### config.mk
export PLATFORM = sky130hd
export DESIGN_NAME = skip_gram_index_enumerator_top
export DESIGN_NICKNAME = d
export VERILOG_FILES = /design/src/skgi_pkg.sv /design/src/skgi_walk.sv /design/src/skgi_ctrl.sv /design/src/skip_gram_index_enumerator_top.sv
export SDC_FILE = /design/constraint.sdc
export NUM_CORES = 1
export LEC_CHECK = 0
export ABC_CLOCK_PERIOD_IN_PS = 11450
export BUFFER_PORTS_ARGS = -buffer_cell sky130_fd_sc_hd__buf_2
export CORE_ASPECT_RATIO = 1.2
export CORE_UTILIZATION = 55
export CTS_BUF_LIST = sky130_fd_sc_hd__clkbuf_16
export DETAILED_ROUTE_END_ITERATION = 10
export GPL_TIMING_DRIVEN = 1
export PLACE_DENSITY = 0.75
export SYNTH_ARGS = -nofsm -noshare
export SYNTH_HDL_FRONTEND = slang
export SYNTH_SLANG_ARGS = --single-unit
### constraint.sdc
create_clock -name clk -period 11.45 [get_ports clk]
set_clock_uncertainty 0.1 [all_clocks]
set_input_delay 1.7175 -clock clk [delete_from_list [all_inputs] [get_ports clk]]
set_output_delay 1.7175 -clock clk [all_outputs]
set_load 0.005 [all_outputs]
### src/skgi_pkg.sv
`timescale 1ns / 1ps
// ----------------------------------------------------------------------------
// skgi_pkg
// Shared types and constants of the skip-gram index enumerator.
// ----------------------------------------------------------------------------
package skgi_pkg;

    localparam int OUT_WORDS = 8;
    localparam int WORD_W    = 8;
    localparam int LEN_W     = 4;
    localparam int COUNT_W   = 9;
    localparam int GRAM_W    = 4;
    localparam int SKIP_W    = 8;
    localparam int CFG_IDX_W = 2;
    localparam int CFG_DAT_W = 8;

    localparam logic [CFG_IDX_W-1:0] REG_GRAM_SIZE   = 2'd0;
    localparam logic [CFG_IDX_W-1:0] REG_SKIP_LIMIT  = 2'd1;
    localparam logic [CFG_IDX_W-1:0] REG_ALL_LENGTHS = 2'd2;

    typedef enum logic [0:0] {
        ST_IDLE,
        ST_WALK
    } skgi_state_t;

    typedef logic [OUT_WORDS-1:0][WORD_W-1:0] gram_words_t;

    typedef struct packed {
        logic accept;
        logic advance;
        logic out_load;
        logic out_exhaust;
    } ctrl_cmd_t;

    typedef struct packed {
        logic active;
        logic emit;
    } walk_status_t;

endpackage

### src/skgi_walk.sv
`timescale 1ns / 1ps
// ----------------------------------------------------------------------------
// skgi_walk
// Search stack and the shared move unit: one step-in or back-out per cycle while advance is asserted.
// ----------------------------------------------------------------------------
module skgi_walk #(
    parameter int MAX_GRAM  = 8,
    parameter int MAX_WORDS = 256
) (
    input  logic                         clk,
    input  logic                         rst_n,
    input  skgi_pkg::ctrl_cmd_t          cmd,
    input  logic                         restart,
    input  logic [skgi_pkg::COUNT_W-1:0] word_count,
    input  logic [skgi_pkg::GRAM_W-1:0]  gram,
    input  logic [skgi_pkg::SKIP_W-1:0]  skip_limit,
    input  logic                         all_lengths,
    output skgi_pkg::walk_status_t       status,
    output logic [skgi_pkg::LEN_W-1:0]   gram_length,
    output skgi_pkg::gram_words_t        words
);

    localparam int IW = $clog2(MAX_WORDS);
    localparam int SW = $clog2(MAX_WORDS + 1);
    localparam int DW = $clog2(MAX_GRAM + 1);
    localparam int AW = (MAX_GRAM > 1) ? $clog2(MAX_GRAM) : 1;
    localparam int CW = ((IW > skgi_pkg::SKIP_W) ? IW : skgi_pkg::SKIP_W) + 1;

    logic [IW-1:0] stack_reg [MAX_GRAM];
    logic [IW-1:0] stack_next [MAX_GRAM];
    logic [DW-1:0] depth_reg, depth_next;
    logic [IW-1:0] top_reg, top_next;
    logic [SW-1:0] words_reg, words_next;
    logic          active_reg, active_next;

    logic [DW-1:0] prev_addr;
    logic [DW-1:0] depth_up;
    logic [IW-1:0] prev;
    logic [IW-1:0] top_inc;
    logic [SW-1:0] count_clamped;
    logic          room;
    logic          fits;
    logic          gap_ok;
    logic          can_step;
    logic          len_ok;

    // top_reg mirrors stack[depth] whenever the depth is below MAX_GRAM
    assign prev_addr = depth_reg - 1'b1;
    assign depth_up  = depth_reg + 1'b1;
    assign prev      = (32'(prev_addr) < MAX_GRAM) ? stack_reg[prev_addr[AW-1:0]] : '0;
    assign top_inc   = top_reg + 1'b1;

    assign count_clamped = (32'(word_count) > MAX_WORDS) ? SW'(MAX_WORDS) : SW'(word_count);

    assign room   = (32'(depth_reg) < 32'(gram)) && (32'(depth_reg) < MAX_GRAM);
    assign fits   = (32'(top_reg) + 32'd1) < 32'(words_reg);
    assign gap_ok = (depth_reg == '0) || (top_reg < prev)
                    || ((CW'(top_reg) - CW'(prev)) <= CW'(skip_limit));
    assign can_step = room && fits && gap_ok;

    assign len_ok = (depth_reg != '0)
                    && (all_lengths ? (32'(depth_reg) <= 32'(gram))
                                    : (32'(depth_reg) == 32'(gram)));

    assign status.active = active_reg;
    assign status.emit   = active_reg && !can_step && len_ok;

    assign gram_length = skgi_pkg::LEN_W'(depth_reg);

    for (genvar i = 0; i < skgi_pkg::OUT_WORDS; i++) begin : g_word
        if (i < MAX_GRAM) begin : g_live
            assign words[i] = (32'(i) < 32'(depth_reg)) ? skgi_pkg::WORD_W'(stack_reg[i]) : '0;
        end
        else begin : g_none
            assign words[i] = '0;
        end
    end

    always_comb
    begin
        stack_next  = stack_reg;
        depth_next  = depth_reg;
        top_next    = top_reg;
        words_next  = words_reg;
        active_next = active_reg;
        if (cmd.accept && restart)
        begin
            words_next = count_clamped;
            for (int i = 0; i < MAX_GRAM; i++)
            begin
                stack_next[i] = '0;
            end
            depth_next  = DW'(1);
            top_next    = '0;
            active_next = 32'(count_clamped) >= 32'(gram);
        end
        else if (cmd.advance && active_reg)
        begin
            if (can_step)
            begin
                // step in: take the next word at this level, seed the level below if it lies within the gram
                stack_next[depth_reg[AW-1:0]] = top_inc;
                depth_next = depth_up;
                if ((32'(depth_up) < 32'(gram)) && (32'(depth_up) < MAX_GRAM))
                begin
                    stack_next[depth_up[AW-1:0]] = top_inc;
                    top_next = top_inc;
                end
                else if (32'(depth_up) < MAX_GRAM)
                begin
                    // level below is not seeded and keeps its old entry
                    top_next = stack_reg[depth_up[AW-1:0]];
                end
            end
            else if (depth_reg == '0)
            begin
                active_next = 1'b0;
            end
            else
            begin
                // back out one level
                depth_next = prev_addr;
                top_next   = prev;
            end
        end
    end

    always_ff @(posedge clk or negedge rst_n)
    begin
        if (!rst_n)
        begin
            for (int i = 0; i < MAX_GRAM; i++)
            begin
                stack_reg[i] <= '0;
            end
            depth_reg  <= DW'(1);
            top_reg    <= '0;
            words_reg  <= '0;
            active_reg <= 1'b0;
        end
        else
        begin
            stack_reg  <= stack_next;
            depth_reg  <= depth_next;
            top_reg    <= top_next;
            words_reg  <= words_next;
            active_reg <= active_next;
        end
    end

endmodule

### src/skgi_ctrl.sv
`timescale 1ns / 1ps
// ----------------------------------------------------------------------------
// skgi_ctrl
// Sequencer: accepts an item, drives search moves until a gram or exhaustion.
// ----------------------------------------------------------------------------
module skgi_ctrl (
    input  logic                   clk,
    input  logic                   rst_n,
    input  logic                   in_valid,
    input  logic                   slot_free,
    input  skgi_pkg::walk_status_t status,
    output logic                   in_stall,
    output skgi_pkg::ctrl_cmd_t    cmd
);

    skgi_pkg::skgi_state_t state_reg, state_next;

    always_comb
    begin
        state_next = state_reg;
        case (state_reg)
            skgi_pkg::ST_IDLE:
            begin
                if (in_valid)
                begin
                    state_next = skgi_pkg::ST_WALK;
                end
            end
            skgi_pkg::ST_WALK:
            begin
                if ((!status.active || status.emit) && slot_free)
                begin
                    state_next = skgi_pkg::ST_IDLE;
                end
            end
            default:
            begin
                state_next = skgi_pkg::ST_IDLE;
            end
        endcase
    end

    always_comb
    begin
        in_stall = 1'b1;
        cmd      = '0;
        case (state_reg)
            skgi_pkg::ST_IDLE:
            begin
                in_stall   = 1'b0;
                cmd.accept = in_valid;
            end
            skgi_pkg::ST_WALK:
            begin
                if (!status.active)
                begin
                    cmd.out_load    = slot_free;
                    cmd.out_exhaust = slot_free;
                end
                else if (status.emit)
                begin
                    // hold the back-out until the result register can take the item
                    cmd.advance  = slot_free;
                    cmd.out_load = slot_free;
                end
                else
                begin
                    cmd.advance = 1'b1;
                end
            end
            default:
            begin
                in_stall = 1'b1;
            end
        endcase
    end

    always_ff @(posedge clk or negedge rst_n)
    begin
        if (!rst_n)
        begin
            state_reg <= skgi_pkg::ST_IDLE;
        end
        else
        begin
            state_reg <= state_next;
        end
    end

endmodule

### src/skip_gram_index_enumerator_top.sv
`timescale 1ns / 1ps
// ----------------------------------------------------------------------------
// skip_gram_index_enumerator_top
// Pull-driven skip-gram enumerator with configuration registers.
// ----------------------------------------------------------------------------
// Each input item returns one result item: the next gram of the depth-first
// walk or, once the walk is exhausted, an item with walk_done set. An item
// is accepted and then driven by search moves (a step in or a back-out),
// made by the single move unit in skgi_walk; the back-out that leaves an
// included gram also loads the result, and an exhausted result is loaded
// once the last move has cleared the walk's active flag. A run of back-outs
// near the end of a sentence can make the wait between grams longer. The
// block takes no new item while a walk is in progress, and waits when the
// result register still holds an untaken item. Configuration writes are
// taken in any cycle.
module skip_gram_index_enumerator_top #(
    parameter int MAX_GRAM  = 8,
    parameter int MAX_WORDS = 256
) (
    input  logic                           clk,
    input  logic                           rst_n,
    input  logic                           in_valid,
    output logic                           in_stall,
    input  logic                           restart,
    input  logic [skgi_pkg::COUNT_W-1:0]   word_count,
    output logic                           out_valid,
    input  logic                           out_stall,
    output logic                           gram_valid,
    output logic                           walk_done,
    output logic [skgi_pkg::LEN_W-1:0]     gram_length,
    output logic [skgi_pkg::WORD_W-1:0]    word_a,
    output logic [skgi_pkg::WORD_W-1:0]    word_b,
    output logic [skgi_pkg::WORD_W-1:0]    word_c,
    output logic [skgi_pkg::WORD_W-1:0]    word_d,
    output logic [skgi_pkg::WORD_W-1:0]    word_e,
    output logic [skgi_pkg::WORD_W-1:0]    word_f,
    output logic [skgi_pkg::WORD_W-1:0]    word_g,
    output logic [skgi_pkg::WORD_W-1:0]    word_h,
    input  logic                           cfg_valid,
    output logic                           cfg_ready,
    input  logic [skgi_pkg::CFG_IDX_W-1:0] cfg_index,
    input  logic [skgi_pkg::CFG_DAT_W-1:0] cfg_data
);

    logic [skgi_pkg::GRAM_W-1:0] gram_size_reg;
    logic [skgi_pkg::SKIP_W-1:0] skip_limit_reg;
    logic                        all_lengths_reg;
    logic [skgi_pkg::GRAM_W-1:0] gram_eff;

    skgi_pkg::ctrl_cmd_t    cmd;
    skgi_pkg::walk_status_t status;
    skgi_pkg::gram_words_t  walk_words;
    logic [skgi_pkg::LEN_W-1:0] walk_length;

    logic                       out_valid_reg;
    logic                       gram_valid_reg;
    logic                       walk_done_reg;
    logic [skgi_pkg::LEN_W-1:0] length_reg;
    skgi_pkg::gram_words_t      words_reg;
    logic                       slot_free;

    assign cfg_ready = 1'b1;

    always_ff @(posedge clk or negedge rst_n)
    begin
        if (!rst_n)
        begin
            gram_size_reg   <= skgi_pkg::GRAM_W'(2);
            skip_limit_reg  <= '0;
            all_lengths_reg <= 1'b0;
        end
        else if (cfg_valid)
        begin
            case (cfg_index)
                skgi_pkg::REG_GRAM_SIZE:   gram_size_reg   <= cfg_data[skgi_pkg::GRAM_W-1:0];
                skgi_pkg::REG_SKIP_LIMIT:  skip_limit_reg  <= cfg_data[skgi_pkg::SKIP_W-1:0];
                skgi_pkg::REG_ALL_LENGTHS: all_lengths_reg <= cfg_data[0];
                default:
                begin
                    // drop writes to unused indexes
                end
            endcase
        end
    end

    assign gram_eff = (32'(gram_size_reg) > MAX_GRAM) ? skgi_pkg::GRAM_W'(MAX_GRAM)
                                                       : gram_size_reg;

    assign slot_free = !out_valid_reg || !out_stall;

    skgi_ctrl u_ctrl (
        .clk       (clk),
        .rst_n     (rst_n),
        .in_valid  (in_valid),
        .slot_free (slot_free),
        .status    (status),
        .in_stall  (in_stall),
        .cmd       (cmd)
    );

    skgi_walk #(
        .MAX_GRAM  (MAX_GRAM),
        .MAX_WORDS (MAX_WORDS)
    ) u_walk (
        .clk         (clk),
        .rst_n       (rst_n),
        .cmd         (cmd),
        .restart     (restart),
        .word_count  (word_count),
        .gram        (gram_eff),
        .skip_limit  (skip_limit_reg),
        .all_lengths (all_lengths_reg),
        .status      (status),
        .gram_length (walk_length),
        .words       (walk_words)
    );

    always_ff @(posedge clk or negedge rst_n)
    begin
        if (!rst_n)
        begin
            out_valid_reg <= 1'b0;
        end
        else if (cmd.out_load)
        begin
            out_valid_reg <= 1'b1;
        end
        else if (!out_stall)
        begin
            out_valid_reg <= 1'b0;
        end
    end

    always_ff @(posedge clk)
    begin
        if (cmd.out_load)
        begin
            if (cmd.out_exhaust)
            begin
                gram_valid_reg <= 1'b0;
                walk_done_reg  <= 1'b1;
                length_reg     <= '0;
                words_reg      <= '0;
            end
            else
            begin
                gram_valid_reg <= 1'b1;
                walk_done_reg  <= 1'b0;
                length_reg     <= walk_length;
                words_reg      <= walk_words;
            end
        end
    end

    assign out_valid   = out_valid_reg;
    assign gram_valid  = gram_valid_reg;
    assign walk_done   = walk_done_reg;
    assign gram_length = length_reg;
    assign word_a      = words_reg[0];
    assign word_b      = words_reg[1];
    assign word_c      = words_reg[2];
    assign word_d      = words_reg[3];
    assign word_e      = words_reg[4];
    assign word_f      = words_reg[5];
    assign word_g      = words_reg[6];
    assign word_h      = words_reg[7];

endmodule

==> impl_results.md <==
- Run status: complete, no violations
- Post-Route WL: 24740 um
- Fill count: 1239
- Post-layout nets: 926
- Post-synthesis net count: 830
- Hold Path Stages: 2
- Max reg flops: 64
- H-Tree Level Count: 4
- CTS Buf Count: 17
- N_diodes: 0
- Largest net degree at the start of global routing: 90
- Top_reg_cell synth: dfrtp_1
- Die width: 120.7 um
- Comb power frac: 0.496
- PwrDens: 311.3 nW/um^2
- Number of buffers inserted by hold repair at cts: 0
- Setup_tns: 0 ps
- Sequential standard cell area: 4632 sq um
- Number of remaining DRC errors: 0
- First-pass GRT wire length: 38310 um
- Final Hold Viols: 0
- Most frequent cell after synthesis: dfrtp_1
- CP max FO: 70
- Sw frac: 0.4213
- Area share of the largest cell type after synthesis: 0.2662
- Total chip power: 3.311 mW
- Flops & latches, synth: 171
- Starting Density: 0.5675
- Post-layout min period: 7652 ps
- RSZ-0062 raised after global routing: no
- Worst hold path type: reg -> reg
- Core footprint: 16400 sq um
- Count of different cell masters after synthesis: 70
- Synth async-reset ratio: 0.5906
- Gr usage total: 0.3008
- First-pass DRT Iterations: 5
- Reg2reg path depth: 23
- Ranking of synthesized cells by area: dfrtp_1 (27%), edfxtp_1 (23%), mux2i_1 (7.7%), mux4_2 (7.7%), ha_1 (5.4%)
- Cells after DPL: 1053
- Worst Setup End Kind: register
- Cell Int Power: 1.916 mW
- Area growth syn-to-layout: 14.28%
- Fmax: 130.7 MHz
- Clk buf depth: 2
- Vias per cell: 6.165
- Final HPWL DP: 17560 um
- Root Driver: clkbuf_16
- I/O Buffers: 96
- Vias in the first global route: 6734
- Vias: 6689
- Gates resized, CTS repair: 0
- Area of the multi-input gates: 4422 sq um
- GRT overflow: 0
- Antenna viol nets, final: 0
- Worst IR Drop VDD: 0.0002683 V
- Setup slack after layout: 3798 ps
- Gp weighted congestion: 0.9055
- DR WL/cell: 22.80 um
- Chip Height: 144.5 um
- Io pins: 98
- Num rows: 51
- Worst-Skew Late Latency: 440 ps
- Arr. time, crit path: 7610 ps
- Setup violators final: 0
- CTS tree: done
- Data required, critical path: 11410 ps
- Critical path class: reg -> reg
- Area of the die: 17450 sq um
- Slew of the pin with the lowest slew margin: 1073 ps
- Initial antenna violation count: 0
- Final Instance Count excl. Fillers: 1085
- Pleak: 5.111 nW
- Yosys warning total: 0
- Leading area contributor after synthesis: dfrtp_1
- Mapped cell area: 9306 sq um
- Net Sw Power: 1.395 mW
- CTS sink count: 171
- # Max-Cap Violations: 0
- Setup Buffers After CTS: 0
- EDFF count, synth: 70
- Gate Count Post-Synth: 764
- Syn_area_per_cell: 12.18 sq um
- DR iter-0 viols: 524
- Relative slew slack: 0.2847
- Reg clk slew, reported paths: 70 ps
- Clk network pwr share: 0.183
- Max-slew violations: 0
- Post-synth top cells: dfrtp_1 (99), nor2_1 (90), mux2i_1 (72)
- Layout cell share with drive strength beyond 1: 0.2566
- Final period util: 0.6683
- CP Launch Type: register
- Sequential area share after synthesis: 0.4977
- Pre-CTS setup slack: 3863 ps
- Reg power frac: 0.321
## path summary, 6_finish.rpt
| check | end | slack (ps) | from |
|---|---|---|---|
| min in group asynchronous | u_walk.stack_reg[54] | 1150 | rst_n |
| max reg2reg | word_b[5] | 3800 | u_walk.gram_length[0] |
| min | u_walk.words_reg[0] | 390 | u_walk.words_reg[0] |
| max in group asynchronous | u_walk.gram_length[1] | 8880 | rst_n |
| min reg2reg | u_walk.words_reg[0] | 390 | u_walk.words_reg[0] |
| max | word_b[5] | 3800 | u_walk.gram_length[0] |
## cells by family (layout without fill, tap and decap cells)
logic type                 count (synthesis)  in the layout  synth area share
AOI/OAI and AO/OA                        100            100           0.08443
and+or+nand+nor                          246            246            0.1348
xor gates and xnor gates                  16             16           0.01587
buffers and inverters                     63            172           0.02931
muxes                                    126            126            0.1815
DFF                                      171            171            0.4977
other                                      1              1         0.0004029
adders and majority gates                 41             41           0.05593
## power groups by stage
stage	Clock [mW]	Combinational, mW	Sequential [mW]
global route	0.634	1.80	1.08
CTS	0.612	1.63	1.06
finish	0.606	1.64	1.06
detailed placement	0	1.62	1.07
floorplan	0	1.19	1.02
global placement	0	1.58	1.06
## final cells by class
cell class,count,share of cell area
timing repair buffer,111,0.05600
clock buffer,17,0.04000
tap,212,0.02494
clock inverter,15,0.01753
multi-input combinational,530,0.4158
inverter,29,0.01024
sequential,171,0.4355
## layout by cell type, fill, tap and decap left out, types with 3 or more instances in the layout
| cell type | netlist | layout |
|---|---|---|
| xnor2_1 | 9 | 7 |
| nand3_1 | 12 | 12 |
| mux4_2 | 32 | 32 |
| nand3b_1 | 9 | 9 |
| inv_6 | 0 | 4 |
| nand4_1 | 4 | 4 |
| bufinv_16 | 0 | 3 |
| nand2_1 | 32 | 32 |
| edfxtp_1 | 70 | 70 |
| ha_1 | 40 | 40 |
| xor2_1 | 6 | 6 |
| mux2i_1 | 72 | 72 |
| dfrtp_1 | 99 | 99 |
| buf_4 | 3 | 16 |
| buf_2 | 8 | 95 |
| a21boi_0 | 3 | 3 |
| clkbuf_16 | 0 | 17 |
| nor2b_1 | 15 | 15 |
| mux2_2 | 22 | 22 |
| a21o_1 | 13 | 13 |
| a211oi_1 | 3 | 3 |
| clkinvlp_4 | 0 | 4 |
| nor2_1 | 90 | 90 |
| nand2b_1 | 5 | 5 |
| a21oi_1 | 24 | 24 |
| and3_1 | 19 | 19 |
| o21ai_4 | 6 | 6 |
| nor3_1 | 6 | 6 |
| and2_1 | 41 | 41 |
| inv_1 | 26 | 26 |
| o2bb2ai_1 | 8 | 8 |
| o21ai_0 | 16 | 16 |
## metal layers
layer / vias to the layer above / GRT usage / wire (um)
li1: 2969 / - / -
met1: 3379 / 0.3677 / 9841
met2: 282 / 0.5175 / 12480
met3: 59 / 0.05363 / 1368
met4: 0 / 0.1423 / 1041
met5: - / 0 / 0
## per-stage QoR
stage               utilization  instance area (sq um)  hold WS, ps
floorplan                     -                   9306        344.4
global placement         0.6112                  10020        362.0
detailed placement       0.6112                  10020        380.0
CTS                      0.6485                  10640        395.6
global route             0.6485                  10640        429.4
finish                   0.6485                  10640        392.7
## worst max-delay path: stages (launching register included)
cell and delay, ps:
dfstp_2 910, inv_2 450, ha_1 410, xor2_2 140
buf_4 320, mux4_2 540, nand2_1 80, a21oi_1 100
ha_1 220, fa_1 410, nor2b_1 170, o2111ai_1 140
a21boi_0 260, nor2_1 100, ha_1 320, nand4_1 130
a21oi_1 160, a2111oi_0 90, o32a_1 350, o21ai_2 660
a31o_2 270, nand3_1 130, inv_2 80, buf_4 640
(Power assumes the default switching activity.)
